## src/rtl/lcasw_pkg.sv

```systemverilog
package lcasw_pkg;

	// configuration register indexes, one 32-bit word each
	typedef enum logic [2:0] {
		REG_BLOCK_LENGTH    = 3'd0,
		REG_STAB_THRESHOLD  = 3'd1,
		REG_STABLE_REQUIRED = 3'd2,
		REG_ZERO_OFFSET     = 3'd3,
		REG_WEIGHT_GAIN     = 3'd4
	} reg_idx_t;

	typedef enum logic [2:0] {
		ST_IDLE,
		ST_ABS,
		ST_DIV,
		ST_SIGN,
		ST_DELTA,
		ST_STAB,
		ST_MUL,
		ST_FIN
	} state_t;

	localparam int GAIN_W = 32;

	localparam logic [7:0]        BLOCK_LENGTH_RST = 8'd50;
	localparam logic [23:0]       STAB_THRESHOLD_RST = 24'd50000;
	localparam logic [3:0]        STABLE_REQUIRED_RST = 4'd3;
	localparam logic [23:0]       ZERO_OFFSET_RST = 24'd0;
	localparam logic [GAIN_W-1:0] WEIGHT_GAIN_RST = 32'd655360000;
	localparam logic [3:0]        STAB_COUNT_MAX = 4'd15;

endpackage

```

## src/rtl/load_cell_average_stability_weigher_top.sv

```systemverilog
// Block averager for signed load-cell samples. Samples are summed until block_length of them
// are in (a length of 0 acts as 1); the block then yields its average, truncated toward zero,
// a stability count against the previous average (saturating at 15, cleared on the first block
// or on a step at or above the step threshold), the stable flag and the tared weight
// ((average - zero_offset) * weight_gain) >> 16, floored and saturated to 32 bits. A sample
// that does not close a block is taken without a stall. A closing sample stalls the input
// while the bit-serial divider forms the average and the bit-serial multiplier the weight,
// with five control steps (ABS, SIGN, DELTA, STAB, FIN) around them; FIN also holds the
// result until the output register is free, so a result still stalled in the output
// register when the next one is ready lengthens the stall. Samples are taken again while a
// result waits on a stalled output, unless a further block completes. Configuration is an
// APB-style port with one 32-bit register every 4 bytes.
module load_cell_average_stability_weigher_top #(
	parameter int SAMPLE_BITS = 24
) (
	input  logic                          clk,
	input  logic                          arst_n,

	input  logic                          psel,
	input  logic                          penable,
	input  logic                          pwrite,
	input  logic [4:0]                    paddr,
	input  logic [31:0]                   pwdata,
	output logic [31:0]                   prdata,
	output logic                          pready,

	input  logic                          in_valid,
	output logic                          in_stall,
	input  logic signed [SAMPLE_BITS-1:0] sample,

	output logic                          out_valid,
	input  logic                          out_stall,
	output logic signed [SAMPLE_BITS-1:0] average,
	output logic signed [31:0]            weight_decigrams,
	output logic [3:0]                    stable_count,
	output logic                          stable
);

	localparam int SB = SAMPLE_BITS;
	localparam int SW = SB + 8;
	localparam int DW = ((SB > 24) ? SB : 24) + 1;
	localparam int GW = lcasw_pkg::GAIN_W;
	localparam int PW = DW + GW;
	localparam int QW = DW + 17;

	// configuration registers
	logic [7:0]    blk_len_q;
	logic [23:0]   thr_q;
	logic [3:0]    req_q;
	logic [23:0]   zoff_q;
	logic [GW-1:0] gain_q;

	lcasw_pkg::reg_idx_t reg_idx;
	logic                cfg_wr;

	lcasw_pkg::state_t state_q, state_nx;

	logic [SW-1:0]   sum_q;
	logic [7:0]      cnt_q;
	logic            neg_q;
	logic [SB-1:0]   avg_q;
	logic [SB-1:0]   prev_avg_q;
	logic            prev_valid_q;
	logic [SB:0]     diff_q;
	logic [DW-1:0]   delta_q;
	logic            wneg_q;
	logic [3:0]      stab_cnt_q;

	logic [SB-1:0]   avg_out_q;
	logic [31:0]     weight_out_q;
	logic [3:0]      stab_out_q;
	logic            stable_out_q;
	logic            out_valid_q;

	logic            in_take;
	logic [7:0]      len;
	logic [7:0]      cnt_inc;
	logic [SW-1:0]   sum_inc;
	logic            block_end;

	logic            div_start;
	logic            div_done;
	logic [SW-1:0]   div_dividend;
	logic [SW-1:0]   div_quo;

	logic            mul_start;
	logic            mul_done;
	logic [DW-1:0]   mul_mag;
	logic [PW-1:0]   mul_prod;

	logic            out_free;
	logic            out_load;

	logic [SB:0]     adiff;
	logic            step_small;
	logic [QW-1:0]   wq;
	logic [31:0]     weight_w;

	// ---------------- configuration port ----------------
	assign pready  = 1'b1;
	assign reg_idx = lcasw_pkg::reg_idx_t'(paddr[4:2]);
	assign cfg_wr  = psel & penable & pwrite;

	always_ff @(posedge clk or negedge arst_n) begin
		if (!arst_n) begin
			blk_len_q <= lcasw_pkg::BLOCK_LENGTH_RST;
			thr_q     <= lcasw_pkg::STAB_THRESHOLD_RST;
			req_q     <= lcasw_pkg::STABLE_REQUIRED_RST;
			zoff_q    <= lcasw_pkg::ZERO_OFFSET_RST;
			gain_q    <= lcasw_pkg::WEIGHT_GAIN_RST;
		end else if (cfg_wr) begin
			unique case (reg_idx)
				lcasw_pkg::REG_BLOCK_LENGTH:    blk_len_q <= pwdata[7:0];
				lcasw_pkg::REG_STAB_THRESHOLD:  thr_q     <= pwdata[23:0];
				lcasw_pkg::REG_STABLE_REQUIRED: req_q     <= pwdata[3:0];
				lcasw_pkg::REG_ZERO_OFFSET:     zoff_q    <= pwdata[23:0];
				lcasw_pkg::REG_WEIGHT_GAIN:     gain_q    <= pwdata[GW-1:0];
				default: ;
			endcase
		end
	end

	always_comb begin
		unique case (reg_idx)
			lcasw_pkg::REG_BLOCK_LENGTH:    prdata = {24'd0, blk_len_q};
			lcasw_pkg::REG_STAB_THRESHOLD:  prdata = {8'd0, thr_q};
			lcasw_pkg::REG_STABLE_REQUIRED: prdata = {28'd0, req_q};
			lcasw_pkg::REG_ZERO_OFFSET:     prdata = {{8{zoff_q[23]}}, zoff_q};
			lcasw_pkg::REG_WEIGHT_GAIN:     prdata = gain_q;
			default:                        prdata = '0;
		endcase
	end

	// ---------------- accumulate ----------------
	assign len       = (blk_len_q == 8'd0) ? 8'd1 : blk_len_q;
	assign cnt_inc   = cnt_q + 8'd1;
	assign sum_inc   = sum_q + {{8{sample[SB-1]}}, sample};
	assign block_end = (cnt_inc >= len);
	assign in_take   = in_valid & ~in_stall;

	// ---------------- control ----------------
	assign out_free = ~out_valid_q | ~out_stall;

	always_comb begin
		state_nx = state_q;
		unique case (state_q)
			lcasw_pkg::ST_IDLE:  if (in_take && block_end) state_nx = lcasw_pkg::ST_ABS;
			lcasw_pkg::ST_ABS:   state_nx = lcasw_pkg::ST_DIV;
			lcasw_pkg::ST_DIV:   if (div_done) state_nx = lcasw_pkg::ST_SIGN;
			lcasw_pkg::ST_SIGN:  state_nx = lcasw_pkg::ST_DELTA;
			lcasw_pkg::ST_DELTA: state_nx = lcasw_pkg::ST_STAB;
			lcasw_pkg::ST_STAB:  state_nx = lcasw_pkg::ST_MUL;
			lcasw_pkg::ST_MUL:   if (mul_done) state_nx = lcasw_pkg::ST_FIN;
			lcasw_pkg::ST_FIN:   if (out_free) state_nx = lcasw_pkg::ST_IDLE;
			default:             state_nx = lcasw_pkg::ST_IDLE;
		endcase
	end

	always_comb begin
		in_stall  = 1'b1;
		div_start = 1'b0;
		mul_start = 1'b0;
		out_load  = 1'b0;
		unique case (state_q)
			lcasw_pkg::ST_IDLE: in_stall  = 1'b0;
			lcasw_pkg::ST_ABS:  div_start = 1'b1;
			lcasw_pkg::ST_STAB: mul_start = 1'b1;
			lcasw_pkg::ST_FIN:  out_load  = out_free;
			default: ;
		endcase
	end

	always_ff @(posedge clk or negedge arst_n) begin
		if (!arst_n) begin
			state_q <= lcasw_pkg::ST_IDLE;
		end else begin
			state_q <= state_nx;
		end
	end

	// ---------------- datapath ----------------
	assign div_dividend = sum_q[SW-1] ? (~sum_q + SW'(1)) : sum_q;

	lcasw_serdiv #(
		.DIVIDEND_W(SW)
	) u_div (
		.clk      (clk),
		.arst_n   (arst_n),
		.start    (div_start),
		.dividend (div_dividend),
		.divisor  (cnt_q),
		.done     (div_done),
		.quotient (div_quo)
	);

	assign mul_mag = delta_q[DW-1] ? (~delta_q + DW'(1)) : delta_q;

	lcasw_sermul #(
		.MAG_W(DW)
	) u_mul (
		.clk     (clk),
		.arst_n  (arst_n),
		.start   (mul_start),
		.mag     (mul_mag),
		.gain    (gain_q),
		.done    (mul_done),
		.product (mul_prod)
	);

	assign adiff      = diff_q[SB] ? (~diff_q + (SB+1)'(1)) : diff_q;
	assign step_small = (DW'(adiff) < DW'(thr_q));

	// negative weights round toward minus infinity: bump the magnitude if bits drop out
	always_comb begin
		wq = QW'(mul_prod[PW-1:16]) + QW'(wneg_q && (mul_prod[15:0] != 16'd0));
		if (wneg_q) begin
			if (wq > {{(QW-32){1'b0}}, 32'h8000_0000}) begin
				weight_w = 32'h8000_0000;
			end else begin
				weight_w = ~wq[31:0] + 32'd1;
			end
		end else begin
			if (wq > {{(QW-32){1'b0}}, 32'h7FFF_FFFF}) begin
				weight_w = 32'h7FFF_FFFF;
			end else begin
				weight_w = wq[31:0];
			end
		end
	end

	always_ff @(posedge clk or negedge arst_n) begin
		if (!arst_n) begin
			sum_q        <= '0;
			cnt_q        <= '0;
			prev_avg_q   <= '0;
			prev_valid_q <= 1'b0;
			stab_cnt_q   <= '0;
			out_valid_q  <= 1'b0;
		end else begin
			if (in_take) begin
				sum_q <= sum_inc;
				cnt_q <= cnt_inc;
			end
			if (state_q == lcasw_pkg::ST_ABS) begin
				sum_q <= '0;
				cnt_q <= '0;
			end
			if (state_q == lcasw_pkg::ST_STAB) begin
				if (!prev_valid_q || !step_small) begin
					stab_cnt_q <= '0;
				end else if (stab_cnt_q != lcasw_pkg::STAB_COUNT_MAX) begin
					stab_cnt_q <= stab_cnt_q + 4'd1;
				end
			end
			if (out_load) begin
				prev_avg_q   <= avg_q;
				prev_valid_q <= 1'b1;
				out_valid_q  <= 1'b1;
			end else if (!out_stall) begin
				out_valid_q <= 1'b0;
			end
		end
	end

	always_ff @(posedge clk) begin
		if (state_q == lcasw_pkg::ST_ABS) begin
			neg_q <= sum_q[SW-1];
		end
		if (state_q == lcasw_pkg::ST_SIGN) begin
			avg_q <= neg_q ? (~div_quo[SB-1:0] + SB'(1)) : div_quo[SB-1:0];
		end
		if (state_q == lcasw_pkg::ST_DELTA) begin
			diff_q  <= {avg_q[SB-1], avg_q} - {prev_avg_q[SB-1], prev_avg_q};
			delta_q <= {{(DW-SB){avg_q[SB-1]}}, avg_q} - {{(DW-24){zoff_q[23]}}, zoff_q};
		end
		if (state_q == lcasw_pkg::ST_STAB) begin
			wneg_q <= delta_q[DW-1];
		end
		if (out_load) begin
			avg_out_q    <= avg_q;
			weight_out_q <= weight_w;
			stab_out_q   <= stab_cnt_q;
			stable_out_q <= (stab_cnt_q >= req_q);
		end
	end

	assign out_valid        = out_valid_q;
	assign average          = avg_out_q;
	assign weight_decigrams = weight_out_q;
	assign stable_count     = stab_out_q;
	assign stable           = stable_out_q;

	// ---------------- checks ----------------
	a_out_from_fin: assert property (@(posedge clk) disable iff (!arst_n)
		$rose(out_valid_q) |-> $past(state_q) == lcasw_pkg::ST_FIN)
		else $error("result raised outside the finish step");

	a_div_done_in_div: assert property (@(posedge clk) disable iff (!arst_n)
		div_done |-> state_q == lcasw_pkg::ST_DIV)
		else $error("divider finished while not awaited");

	a_mul_done_in_mul: assert property (@(posedge clk) disable iff (!arst_n)
		mul_done |-> state_q == lcasw_pkg::ST_MUL)
		else $error("multiplier finished while not awaited");

	a_block_cleared: assert property (@(posedge clk) disable iff (!arst_n)
		state_q == lcasw_pkg::ST_ABS |=> sum_q == '0 && cnt_q == 8'd0)
		else $error("block sum not cleared after completion");

endmodule

```

## src/rtl/lcasw_serdiv.sv

```systemverilog
module lcasw_serdiv #(
	parameter int DIVIDEND_W = 32
) (
	input  logic                  clk,
	input  logic                  arst_n,
	input  logic                  start,
	input  logic [DIVIDEND_W-1:0] dividend,
	input  logic [7:0]            divisor,
	output logic                  done,
	output logic [DIVIDEND_W-1:0] quotient
);

	localparam int CNT_W = $clog2(DIVIDEND_W + 1);

	logic                  busy_q;
	logic                  done_q;
	logic [CNT_W-1:0]      cnt_q;
	logic [7:0]            div_q;
	logic [7:0]            rem_q;
	logic [DIVIDEND_W-1:0] quo_q;

	logic [8:0] shifted;
	logic       fits;
	logic [8:0] trial;

	// restoring division, one quotient bit per cycle, msb first
	always_comb begin
		shifted = {rem_q, quo_q[DIVIDEND_W-1]};
		fits    = (shifted >= {1'b0, div_q});
		trial   = shifted - {1'b0, div_q};
	end

	always_ff @(posedge clk or negedge arst_n) begin
		if (!arst_n) begin
			busy_q <= 1'b0;
			done_q <= 1'b0;
			cnt_q  <= '0;
		end else begin
			done_q <= 1'b0;
			if (start) begin
				busy_q <= 1'b1;
				cnt_q  <= CNT_W'(DIVIDEND_W);
			end else if (busy_q) begin
				cnt_q <= cnt_q - CNT_W'(1);
				if (cnt_q == CNT_W'(1)) begin
					busy_q <= 1'b0;
					done_q <= 1'b1;
				end
			end
		end
	end

	always_ff @(posedge clk) begin
		if (start) begin
			div_q <= divisor;
			rem_q <= '0;
			quo_q <= dividend;
		end else if (busy_q) begin
			rem_q <= fits ? trial[7:0] : shifted[7:0];
			quo_q <= {quo_q[DIVIDEND_W-2:0], fits};
		end
	end

	assign done     = done_q;
	assign quotient = quo_q;

endmodule

```

## src/rtl/lcasw_sermul.sv

```systemverilog
module lcasw_sermul #(
	parameter int MAG_W = 25
) (
	input  logic                             clk,
	input  logic                             arst_n,
	input  logic                             start,
	input  logic [MAG_W-1:0]                 mag,
	input  logic [lcasw_pkg::GAIN_W-1:0]     gain,
	output logic                             done,
	output logic [MAG_W+lcasw_pkg::GAIN_W-1:0] product
);

	localparam int GW    = lcasw_pkg::GAIN_W;
	localparam int PW    = MAG_W + GW;
	localparam int CNT_W = $clog2(GW + 1);

	logic             busy_q;
	logic             done_q;
	logic [CNT_W-1:0] cnt_q;
	logic [MAG_W-1:0] mag_q;
	logic [PW-1:0]    prod_q;

	logic [MAG_W:0] upper;

	// shift-add over the gain bits, lsb first; gain shifts out of the low end
	always_comb begin
		upper = {1'b0, prod_q[PW-1:GW]} + (prod_q[0] ? {1'b0, mag_q} : '0);
	end

	always_ff @(posedge clk or negedge arst_n) begin
		if (!arst_n) begin
			busy_q <= 1'b0;
			done_q <= 1'b0;
			cnt_q  <= '0;
		end else begin
			done_q <= 1'b0;
			if (start) begin
				busy_q <= 1'b1;
				cnt_q  <= CNT_W'(GW);
			end else if (busy_q) begin
				cnt_q <= cnt_q - CNT_W'(1);
				if (cnt_q == CNT_W'(1)) begin
					busy_q <= 1'b0;
					done_q <= 1'b1;
				end
			end
		end
	end

	always_ff @(posedge clk) begin
		if (start) begin
			mag_q  <= mag;
			prod_q <= {{MAG_W{1'b0}}, gain};
		end else if (busy_q) begin
			prod_q <= {upper, prod_q[GW-1:1]};
		end
	end

	assign done    = done_q;
	assign product = prod_q;

endmodule
```

## config.mk

```make
export PLATFORM = sky130hd
export DESIGN_NAME = load_cell_average_stability_weigher_top
export DESIGN_NICKNAME = d
export VERILOG_FILES = /design/src/rtl/lcasw_pkg.sv /design/src/rtl/load_cell_average_stability_weigher_top.sv /design/src/rtl/lcasw_serdiv.sv /design/src/rtl/lcasw_sermul.sv
export SDC_FILE = /design/constraint.sdc
export NUM_CORES = 1
export LEC_CHECK = 0
export BUFFER_PORTS_ARGS = -buffer_cell sky130_fd_sc_hd__buf_4
export CORE_MARGIN = 2
export CORE_UTILIZATION = 60
export CTS_CLUSTER_DIAMETER = 150
export DETAILED_ROUTE_END_ITERATION = 12
export PLACE_DENSITY = 0.8
export RECOVER_POWER = 100
export SETUP_SLACK_MARGIN = 0.4
export SYNTH_ARGS = -nofsm -noshare
export SYNTH_HDL_FRONTEND = slang
export SYNTH_SLANG_ARGS = --single-unit
```

## constraint.sdc

```tcl
create_clock -name clk -period 5.6 [get_ports clk]
set_clock_uncertainty 0.15 [all_clocks]
set_input_delay 1.12 -clock clk [delete_from_list [all_inputs] [get_ports clk]]
set_output_delay 1.12 -clock clk [all_outputs]
set_load 0.02 [all_outputs]
```

==> impl_metrics.csv <==
group,metric,value,unit
routing,detailroute.via_count,21300,
layout,antennaDiodeCount,0,
floorplan,initial_core_util,60.4,%
layout,flow.area_growth_from_synthesis,10.4,%
critical_path,worstSetupEndpointType,"register",
timing,slew_headroom,-150,%
synthesis,synthCells,2808,
clocking,cts-hold-fix-buffers,0,
synthesis,synthFlopType,"edfxtp_1",
clocking,tritoncts.num_buffers,47,
timing,worst-slew-pin-transition,3750,ps
power_and_ir_drop,vdd_drop_max,0.275,mV
synthesis,synth_sequential_area_ratio,45.0,%
critical_path,worstPathRequired,5780,ps
synthesis,asyncSetResetFlopFracSynth,40.4,%
synthesis,yosysUniqueCellTypes,86,
routing,drc,0,
outcome,failed_checks,"max-capacitance violations, max-slew violations",
synthesis,post_synth_main_area_contributors,"edfxtp_1 (26%), dfrtp_1 (15%), ha_1 (7.4%), nand2_1 (5.2%), o21ai_0 (4.9%)",
routing,drt-wirelength-per-cell,18.5,um
floorplan,floorplan.core_area,0.0451,mm2
global_routing,first_global_vias,21200,
critical_path,critPathLaunchType,"register",
floorplan,fp.dieArea,0.0471,mm2
synthesis,syn-cell-area,0.0272,mm2
min_path,timing.hold.worst.class,"reg2reg",
floorplan,design.portCount,164,
global_routing,grt_start_max_net_pins,114,
power_and_ir_drop,leakagePower,12.7,nW
critical_path,critPathArrivalTime,5170,ps
global_routing,grt_pass1_wl,106,mm
synthesis,synthesis.area_per_instance,9.69,um2
routing,first_iter_violations,1527,
critical_path,critical_path_class,"reg2reg",
placed_design,dp.cells,3481,
routing,route.detailed.vias_per_inst,5.96,
global_routing,antenna_found_initial,1,
timing,fin_crit_sh,89.0,%
placed_design,weighted_congestion_at_the_end_of_routability_driven_global_placement,0.946,
timing,fin_setup_tns,0,ps
routing,length_of_the_first_detailed_routing_pass_in_iterations,5,
timing,rsz_0062_raised_after_global_routing,"false",
clocking,clk_latency,590,ps
critical_path,cp_top_family,"simple AND/OR/NAND/NOR gates",
timing,finalHoldViolations,0,
synthesis,synth_top_area_share,25.8,%
global_routing,global_route.overflow_total,0,
power_and_ir_drop,cellPowerDensity,476,mW/mm2
layout,share_of_post_route_cells_with_drive_strength_above_1,8.22,%
routing,drt_wl_total,66.2,mm
synthesis,synth_top_cell_by_area,"edfxtp_1",
placed_design,port_buffers,160,
clocking,cts-resized-gates,0,
critical_path,critical_path.most_common_cell,"ha_1",
timing,max_slew_violation_count,576,
critical_path,critPathMaxFanout,24,
synthesis,ys.warnings.count,0,
timing,finalWorstPathRequiredPeriod,4980,ps
job,max_cap_viol_count,12,
clocking,deepest_level_of_the_cts_h_tree,2,
clocking,cts_num_sinks,448,
synthesis,postSynthRegisterBits,448,
placed_design,placed_cell_area,0.0289,mm2
clocking,clock_tree.root_cell,"clkbuf_16",
floorplan,die_h,217,um
critical_path,critPathBufInv,1,
synthesis,synth_edf_count,234,
outcome,run_status,"finished with violations",
timing,timing.final.setup_violations,0,
layout,layout.filler_cells,3481,
layout,layout.cells.non_filler,3569,
critical_path,cp_cell_sequence,"nor4_1 -> a41oi_1 -> ha_1 -> ha_1 -> inv_1 -> nor4_4 -> and4_1 -> o21ai_0 -> a22oi_2 -> nand4_1 -> nor2_1 -> a31o_2 -> nor2_2 -> or3_1",
critical_path,cp_peak_stage_delay,570,ps
floorplan,rows,78,
layout,fin_nets,3165,
layout,postLayoutCellArea,0.0301,mm2
routing,drt.antenna.violating_nets,0,
clocking,cts_tree,"built",
synthesis,synthesis.nets,3042,
synthesis,yosys.cell_count.top_type,"nand2_1",
clocking,cts.reportedPaths.clkPinSlew,60,ps
clocking,max-clock-path-buffers,3,
synthesis,synth.top_cells.by_count,"nand2_1 (374), o21ai_0 (264), edfxtp_1 (234)",
placed_design,dp_hpwl,49.4,mm
global_routing,grt_util_all_layers,28.2,%
floorplan,die_w,217,um
timing,timing.fmax,0.201,GHz
critical_path,cpMaxStageDelayCell,"edfxtp_1",
## routing by layer
layer  global-route usage (%)  share of wire, %  vias up
met2                     51.1                51      613
met1                     31.5                38    10200
met3                     5.17               5.5      203
met5                        0             0.017        -
li1                         -                 -    10300
met4                     14.7               5.6        2
## power breakdown
part	switching [mW]	internal (mW)	leakage, nW
clock	1.28	1.91	0.770
combinational	3.25	2.36	7.46
sequential	0.883	4.64	4.51
## tightest hold or removal path, delay by kind of cell (launching register included)
kind	cells	cell delay [ps]
and+or+nand+nor	1	60
DFF	1	310
AOI/OAI and AO/OA	1	50
## worst paths after layout
check                                       from              endpoint  slack (ps)  cells past startpoint
min in group asynchronous                 arst_n             sum_q[21]        1890                      1
worst min register to register    u_div.rem_q[7]        u_div.rem_q[7]         320                      2
worst max-delay path            u_mul.product[0]  weight_decigrams[31]         620                     14
max in group asynchronous                 arst_n        prev_avg_q[23]        1270                      1
worst min-delay path              u_div.rem_q[7]        u_div.rem_q[7]         320                      2
worst max register to register  u_mul.product[0]  weight_decigrams[31]         620                     14
## cells by family after synthesis
| family | Yosys count | synth area share (%) |
|---|---|---|
| AND/OR/NAND/NOR | 927 | 16.9 |
| AO/OA/AOI/OAI | 673 | 15.2 |
| flip-flops | 448 | 45.0 |
| buffers and inverters | 262 | 3.80 |
| XOR/XNOR | 232 | 7.46 |
| adder cells (fa/ha/maj) | 166 | 7.77 |
| multiplexers | 99 | 3.85 |
| other | 1 | 0.0138 |
## state kept, by name (all words and copies together), names as in the netlist, 25 cells and up
| register | cells |
|---|---|
| u_div.quotient | 32 |
| u_mul.mag_q | 25 |
| weight_decigrams | 32 |
| gain_q | 32 |
| diff_q | 25 |
| u_mul.product | 57 |
| sum_q | 32 |
| delta_q | 25 |
## final cells by class
type                       count  area [um2]  area share [%]
clock buffer                  71        1400            4.66
clock inverter                16         175           0.583
inverter                     155         582            1.94
multi-input combinational   2098       13900            46.4
sequential                   448       12200            40.7
tap                          600         751            2.50
timing repair buffer         181         972            3.24
## metrics by stage
| stage | total power [mW] | setup slack (ps) | hold WS, ps | utilization (%) |
|---|---|---|---|---|
| 4_1_cts | 14.3 | 563 | 321 | 67.7 |
| 3_5_place_dp | 11.1 | 550 | 310 | 64.2 |
| 5_1_grt | 15.3 | 241 | 341 | 66.6 |
| 6_report | 14.3 | 616 | 324 | 66.6 |
| 3_3_place_gp | 10.8 | 616 | 298 | 64.2 |
| 2_1_floorplan | 9.66 | 1500 | 274 | - |
## timing repair
action,CTS,global route
endpoints found under the hold margin,0,0
buffers inserted,0,1
endpoints found under the setup margin,0,26
## placed cells by master (no fill, tap or decap), types with 46 or more instances in the layout
| master | netlist | routed |
|---|---|---|
| xnor2_1 | 141 | 141 |
| a21o_1 | 65 | 65 |
| ha_1 | 161 | 161 |
| a21oi_1 | 121 | 121 |
| nand3_1 | 88 | 88 |
| nand2_1 | 374 | 374 |
| o21ai_0 | 264 | 270 |
| inv_1 | 154 | 153 |
| mux2_2 | 46 | 46 |
| buf_4 | 7 | 67 |
| clkbuf_16 | 0 | 51 |
| dfrtp_1 | 165 | 165 |
| clkbuf_1 | 80 | 120 |
| mux2i_1 | 53 | 53 |
| edfxtp_1 | 234 | 234 |
| xor2_1 | 91 | 91 |
| nor2_1 | 145 | 146 |
Power figures use the tool's default switching activity.
